===== src/mfrc_pkg.sv =====
// mfrc_pkg: shared types, constants and the byte-wide crc step for the
// mesh frame receive checker. No dependencies.
`default_nettype none

package mfrc_pkg;

    // configuration register indexes
    localparam int CFG_INDEX_W = 2;
    localparam logic [CFG_INDEX_W-1:0] REG_OWN_ADDRESS       = 2'd0;
    localparam logic [CFG_INDEX_W-1:0] REG_ADDRESS_LIMIT     = 2'd1;
    localparam logic [CFG_INDEX_W-1:0] REG_BROADCAST_ADDRESS = 2'd2;
    localparam logic [CFG_INDEX_W-1:0] REG_CRC_POLYNOMIAL    = 2'd3;

    localparam logic [7:0]  OWN_ADDRESS_RESET   = 8'd1;
    localparam logic [7:0]  ADDRESS_LIMIT_RESET = 8'd16;
    localparam logic [7:0]  BROADCAST_RESET     = 8'd255;
    localparam logic [15:0] CRC_POLY_RESET      = 16'h1021;

    localparam logic [15:0] CRC_INIT = 16'hFFFF;
    localparam logic [15:0] CRC_TOP  = 16'h8000;

    // header byte positions
    localparam logic [7:0] BYTE_DEST     = 8'd0;
    localparam logic [7:0] BYTE_SOURCE   = 8'd1;
    localparam logic [7:0] BYTE_SEQ_HIGH = 8'd2;
    localparam logic [7:0] BYTE_SEQ_LOW  = 8'd3;
    localparam logic [7:0] BYTE_FUNC     = 8'd4;

    // frame queue between front and back
    localparam int QUEUE_DEPTH = 2;
    localparam int QUEUE_PTR_W = $clog2(QUEUE_DEPTH);
    localparam int QUEUE_CNT_W = $clog2(QUEUE_DEPTH + 1);

    typedef enum logic [2:0] {
        VERDICT_ACCEPT     = 3'd0,
        VERDICT_BAD_ADDR   = 3'd1,
        VERDICT_OWN_FRAME  = 3'd2,
        VERDICT_CRC_ERROR  = 3'd3,
        VERDICT_NOT_FOR_US = 3'd4
    } verdict_t;

    typedef struct packed {
        logic [7:0]  own_address;
        logic [7:0]  address_limit;
        logic [7:0]  broadcast_address;
        logic [15:0] crc_polynomial;
    } mfrc_cfg_t;

    // one finished frame as handed from front to back
    typedef struct packed {
        logic [7:0]  dest;
        logic [7:0]  source;
        logic [15:0] sequence_no;
        logic [7:0]  func;
        logic [7:0]  length;
        logic        crc_zero;
    } mfrc_frame_t;

    // msb-first crc over one byte, eight shift steps
    function automatic logic [15:0] crc_byte(input logic [15:0] crc,
                                             input logic [7:0]  b,
                                             input logic [15:0] poly);
        logic [15:0] c;
        c = crc ^ {b, 8'h00};
        for (int k = 0; k < 8; k++) begin
            if ((c & CRC_TOP) != 16'h0000) begin
                c = {c[14:0], 1'b0} ^ poly;
            end else begin
                c = {c[14:0], 1'b0};
            end
        end
        return c;
    endfunction

endpackage

`default_nettype wire


===== src/mfrc_front.sv =====
// mfrc_front: takes frame bytes, runs the crc, captures header fields and
// pushes one frame record per last byte. Depends on mfrc_pkg.
`default_nettype none

module mfrc_front
    import mfrc_pkg::*;
#(
    parameter int MAX_FRAME_BYTES = 255
) (
    input  wire logic        aclk,
    input  wire logic        aresetn,
    input  wire logic        s_valid,
    output logic             s_ready,
    input  wire logic [7:0]  s_data_byte,
    input  wire logic        s_last_byte,
    input  wire logic [15:0] crc_polynomial,
    input  wire logic        q_full,
    output logic             q_push,
    output mfrc_frame_t      q_frame
);

    localparam logic [7:0] MaxCount = 8'(MAX_FRAME_BYTES);

    logic [15:0] crc_reg, crc_next;
    logic [7:0]  count_reg, count_next;
    logic [7:0]  dest_reg, dest_next;
    logic [7:0]  source_reg, source_next;
    logic [15:0] seq_reg, seq_next;
    logic [7:0]  func_reg, func_next;
    logic        fire;

    assign s_ready = !q_full;
    assign fire    = s_valid && s_ready;
    assign q_push  = fire && s_last_byte;

    always_comb begin
        dest_next   = dest_reg;
        source_next = source_reg;
        seq_next    = seq_reg;
        func_next   = func_reg;
        unique case (count_reg)
            BYTE_DEST:     dest_next      = s_data_byte;
            BYTE_SOURCE:   source_next    = s_data_byte;
            BYTE_SEQ_HIGH: seq_next[15:8] = s_data_byte;
            BYTE_SEQ_LOW:  seq_next[7:0]  = s_data_byte;
            BYTE_FUNC:     func_next      = s_data_byte;
            default: ;
        endcase
        crc_next   = crc_byte(crc_reg, s_data_byte, crc_polynomial);
        count_next = (count_reg < MaxCount) ? count_reg + 8'd1 : count_reg;
    end

    always_comb begin
        q_frame.dest        = dest_next;
        q_frame.source      = source_next;
        // sequence only counts once the function byte is in
        q_frame.sequence_no = (count_next > BYTE_FUNC) ? seq_next : 16'h0000;
        q_frame.func        = func_next;
        q_frame.length      = count_next;
        q_frame.crc_zero    = (crc_next == 16'h0000);
    end

    always_ff @(posedge aclk) begin
        if (!aresetn || q_push) begin
            crc_reg    <= CRC_INIT;
            count_reg  <= 8'd0;
            dest_reg   <= 8'd0;
            source_reg <= 8'd0;
            seq_reg    <= 16'h0000;
            func_reg   <= 8'd0;
        end else if (fire) begin
            crc_reg    <= crc_next;
            count_reg  <= count_next;
            dest_reg   <= dest_next;
            source_reg <= source_next;
            seq_reg    <= seq_next;
            func_reg   <= func_next;
        end
    end

endmodule

`default_nettype wire


===== config.mk =====
export PLATFORM = sky130hd
export DESIGN_NAME = mfrc_front
export DESIGN_NICKNAME = d
export VERILOG_FILES = /design/src/mfrc_pkg.sv /design/src/mfrc_front.sv
export SDC_FILE = /design/constraint.sdc
export NUM_CORES = 1
export LEC_CHECK = 0
export BUFFER_PORTS_ARGS = -buffer_cell sky130_fd_sc_hd__buf_2
export CAP_MARGIN = 10
export CORE_ASPECT_RATIO = 1.1
export CORE_MARGIN = 3
export CORE_UTILIZATION = 45
export CTS_CLUSTER_SIZE = 24
export DETAILED_ROUTE_END_ITERATION = 12
export PLACE_DENSITY = 0.76
export RECOVER_POWER = 50
export SLEW_MARGIN = 15
export SYNTH_ARGS = -nofsm -noshare
export SYNTH_HDL_FRONTEND = slang
export SYNTH_SLANG_ARGS = --single-unit

===== constraint.sdc =====
create_clock -name aclk -period 5.4 [get_ports aclk]
set_clock_uncertainty 0.2 [all_clocks]
set_input_delay 0.27 -clock aclk [delete_from_list [all_inputs] [get_ports aclk]]
set_output_delay 0.27 -clock aclk [all_outputs]
set_load 0.03 [all_outputs]

======== Word-level counts from Yosys, hierarchy flattened ========
Cells that the tools add are included.
storage, ports and cells
  register bits after elaboration ......... 64
  input bits .............................. 29
  output and inout bits ................... 51
  word-level logic and storage cells ...... 44
operators by class
  add/subtract/negate cells ............... 1
  magnitude comparators ................... 2
  eq/ne operators ......................... 4
  multiplexer cells ....................... 15
  bitwise logic cells ..................... 9
  reduce and logical (&&, ||, !) cells .... 7
operator list
  kind                                                            count
  2-to-1 mux 16 bit                                               9
  XOR 16 bit                                                      9
  2-to-1 mux 8 bit                                                6
  == test 8 x 2 -> 1 bit (second input constant)                  2
  logical NOT 16 bit                                              1
  adder 8 x 1 -> 8 bit (second input constant)                    1
  == test 8 x 1 -> 1 bit (second input constant)                  1
  == test 8 x 3 -> 1 bit (second input constant)                  1
  greater-than comparator 8 x 3 -> 1 bit (second input constant)  1
  logical NOT 8 bit                                               1
  less-than comparator 8 bit (second input constant)              1
  logical AND 1 bit                                               2
  logical NOT 1 bit                                               2
  logical OR 1 bit                                                1

======== Depth between registers and ports, before layout ========
  word-level depth ........................ 18
  depth in mapped cells ................... 21
  gate-level depth less buffers ........... 14

======== Least setup slack after synthesis ========
Ideal clock, no wire load.
  kind .................................... flip-flop to output port
  from .................................... register crc_reg[15]
  to ...................................... output q_frame[0] (netlist bit)
  arrival ................................. 4761 ps
  required time ........................... 4930 ps
  setup slack ............................. 169 ps
  stages on the path, launching flop included .. 19
  buffers on the path ..................... 4
  cells stage by stage .................... dfxtp_1 > xor2_2 > buf_6 > nand2_1 > xor2_1 > or3_1 > buf_6 > nand3_2 > xnor3_2 > xnor3_1 > a22o_1 > or3b_1 > buf_2 > and2_1 > buf_6 > nand2_1 > xor2_1 > or4_1 > nor4_2
RTL lines
  element                 line              source
  start, declared         mfrc_front.sv:24  logic [15:0] crc_reg, crc_next;
  start signal, assigned  mfrc_front.sv:72  crc_reg <= crc_next;
  end, declared           mfrc_front.sv:19  output mfrc_frame_t q_frame

==> flow_summary.toml <==
[floorplanning]
die-height_um = 125.3
design.portCount = 80
die_area_sq_um = 14350
initial_utilization_pct = 47.18
placeableCoreArea_sq_um = 12350
rows = 42
fp.dieW_um = 114.5

[timing]
total_negative_setup_slack_ps = 0
fin_crit_sh_pct = 97.44
rsz0062_at_grt = "false"
final-hold-violation-count = 0
report.final.setup_viol = 0
timing.final.crit_period_ps = 5262
fmax_mhz = 190.1
final_max_slew_viol_count = 87
slew-limit-headroom_pct = -45.56
pin_slew_with_the_least_headroom_to_its_limit_ps = 2183

[critical_path]
crit-reg2reg-launch = "crc_reg[15]"
r2r_slack_ps = 1220
timing.critical_path.cells = "xor2_4 -> buf_4 -> nand2_2 -> xor2_2 -> or3_4 -> buf_4 -> and2_4 -> a32o_1 -> or4_4 -> and2_2 -> buf_4 -> o21a_1 -> o22ai_1 -> a31oi_2 -> xor2_1 -> or4_4 -> nor4_4 -> buf_6"
setup.worst_path.end_class = "output port"
worst_path_most_repeated_cell = "sky130_fd_sc_hd__buf_4"
r2r.worst_path.cells = 16
critPathArrivalTime_ps = 4790
cp_slowest_cell = "sky130_fd_sc_hd__or4_4"
cp_launch_type = "flip-flop"
worstSetupPathType = "reg2out"
timing.rr.end = "crc_reg[5]"
crit_required_ps = 4930
critPathMaxFanout = 6
critical-path-max-stage-delay_ps = 520

[final_layout]
fraction_of_layout_instances_using_a_drive_strength_above_1_pct = 23.39
num_antenna_cells = 0
nets = 896
layout.core_utilization_pct = 56.38
area_growth_pct = 19.50

[synth]
synth_cells = 796
synth_warnings = 0
synthesis.nets = 829
syn_area_per_cell_sq_um = 7.320
synthesized_cell_area_sq_um = 5827
yosysTopAreaCell = "sky130_fd_sc_hd__dfxtp_1"
netlist_top_cells_area = "sky130_fd_sc_hd__dfxtp_1 (22%), sky130_fd_sc_hd__xnor2_1 (13%), sky130_fd_sc_hd__nand2_1 (12%)"
synth_top_cells_by_count = "sky130_fd_sc_hd__nand2_1 (182), sky130_fd_sc_hd__xnor2_1 (89), sky130_fd_sc_hd__nor2_1 (73)"
synth_top_area_share_pct = 21.99
synth-main-ff-cell = "sky130_fd_sc_hd__dfxtp_1"
ys_types = 74
synthArstFlopShare_pct = 0
synth.ff_latch_count = 64
synth_enable_flop_cells = 0
cell_with_the_most_instances_after_synthesis = "sky130_fd_sc_hd__nand2_1"
synth_seq_area_share_pct = 21.99

[global_routing]
grt_start_max_net_pins = 50
global_route.usage.met1_pct = 29.25
globalRouteTotalUtil_pct = 21.18
total_grt_overflow = 0
grt_use_met3_pct = 4.205
grt_util_met2_pct = 33.16
antenna_found_initial = 0
grt_first_pass_wirelength_um = 25140
vias_in_the_first_global_route = 4985
gr-max-usage-layer = "met2"

[min_path]
whs_path_depth = 3
hold_path_class = "in2reg"
end_point_of_the_worst_hold_path = "seq_reg[3]"
timing.hold.worst.start = "s_data_byte[3]"

[clocking]
worst_skew_pair.late_latency_ps = 330
clock_path_buffers = 2
clock_tree_from_tritoncts = "done"
clockRootBuffer = "sky130_fd_sc_hd__clkbuf_16"
cts.htree.levels = 3
cts.clk_slew.worst_paths_ps = 60
tritoncts.num_buffers = 9
clock-sinks = 64

[routing]
detailroute.via_count = 5691
routed_wirelength_um = 16280
drtIter0Drc = 313
antenna_violating_nets_post_route = 0
route.detailed.vias_per_inst = 5.568
drt-wirelength-per-cell_um = 15.93
drc_errors = 0
drt-pass1-iter-count = 5

[outcome]
status = "finished with violations"
failing_checks = "max-capacitance violations, max-slew violations"

[placed_design]
gpl.final_weighted_congestion = 0.9209
dp.final_hpwl_um = 11270
place.port_buffers = 79

[job]
drv.max_cap_violation_count = 2
worst max path at each step:
stage / from / end / slack [ps] / cells past startpoint
6_report: crc_reg[15] / q_frame[0] / 140 / 18
5_1_grt: crc_reg[13] / q_frame[0] / 8 / 17
4_1_cts: crc_reg[13] / q_frame[0] / 2 / 16
3_5_place_dp: s_data_byte[7] / q_frame[0] / 80 / 17
3_3_place_gp: s_data_byte[7] / q_frame[0] / 100 / 17
2_1_floorplan: crc_reg[15] / q_frame[0] / 170 / 18
layout by cell type (no fill, tap or decap), types with 13 or more instances in the layout:
cell | netlist | routed
sky130_fd_sc_hd__mux2_2 | 24 | 22
sky130_fd_sc_hd__buf_4 | 1 | 39
sky130_fd_sc_hd__xnor2_1 | 89 | 84
sky130_fd_sc_hd__dfxtp_1 | 64 | 62
sky130_fd_sc_hd__nor2_1 | 73 | 73
sky130_fd_sc_hd__nand3_1 | 45 | 45
sky130_fd_sc_hd__nand2_1 | 182 | 180
sky130_fd_sc_hd__nor3_1 | 33 | 32
sky130_fd_sc_hd__xor2_1 | 15 | 13
sky130_fd_sc_hd__a21oi_1 | 44 | 44
sky130_fd_sc_hd__o21ai_0 | 14 | 13
sky130_fd_sc_hd__buf_2 | 8 | 71
layer usage:
layer / share of wire [%] / routed length (um)
met1: 44 / 7113
met2: 48 / 7801
met3: 6.7 / 1091
met4: 1.7 / 271
met5: 0 / 0
area by class of cell:
cell class	count	area, sq um
sequential	64	1286
inverter	10	37.54
clock inverter	7	95.09
clock buffer	9	225.2
timing repair buffer	122	733.2
fill	1105	5386
tap	154	192.7
multi-input combinational	656	4393
per-stage QoR:
step	hold WS (ps)	area [sq um]	setup WS, ps	cells
final	87.18	6963	138.3	1022
after global placement	243.6	6319	102.5	990
after CTS	80.79	6736	1.884	1007
after floorplan	236.6	5827	169.1	796
after detailed placement	246.5	6319	79.43	990
after global routing	89.85	6963	7.911	1022
critical path, delay by kind of cell (launching register included):
kind            cells  cell delay [ps]
compound gates      4              600
xor+xnor            3              660
flops               1              400
buf+inv             4              640
simple gates        7             2160
cell families (layout without fill, tap and decap cells):
kind of cell | Yosys count | after routing | share of synthesized area, %
and+or+nand+nor | 389 | 390 | 30.19
DFF | 64 | 64 | 21.99
xor gates and xnor gates | 127 | 127 | 23.88
AOI/OAI and AO/OA | 108 | 108 | 11.83
adders and majority gates | 4 | 4 | 0.8590
buffers and inverters | 77 | 148 | 6.098
muxes | 27 | 27 | 5.154
what timing repair did:
| action | 4_1_cts | 5_1_grt |
|---|---|---|
| cloned | 0 | 1 |
| resized for setup | 16 | 26 |
| hold buffers | 0 | 0 |
| pin swaps | 2 | 8 |
| setup endpoints to repair | 1 | 1 |
| buffers inserted | 1 | 14 |
| hold endpoints to repair | 0 | 0 |
Power is not shown: default switching activity piles up to over one toggle a cycle in this logic, so the estimate is an artifact.
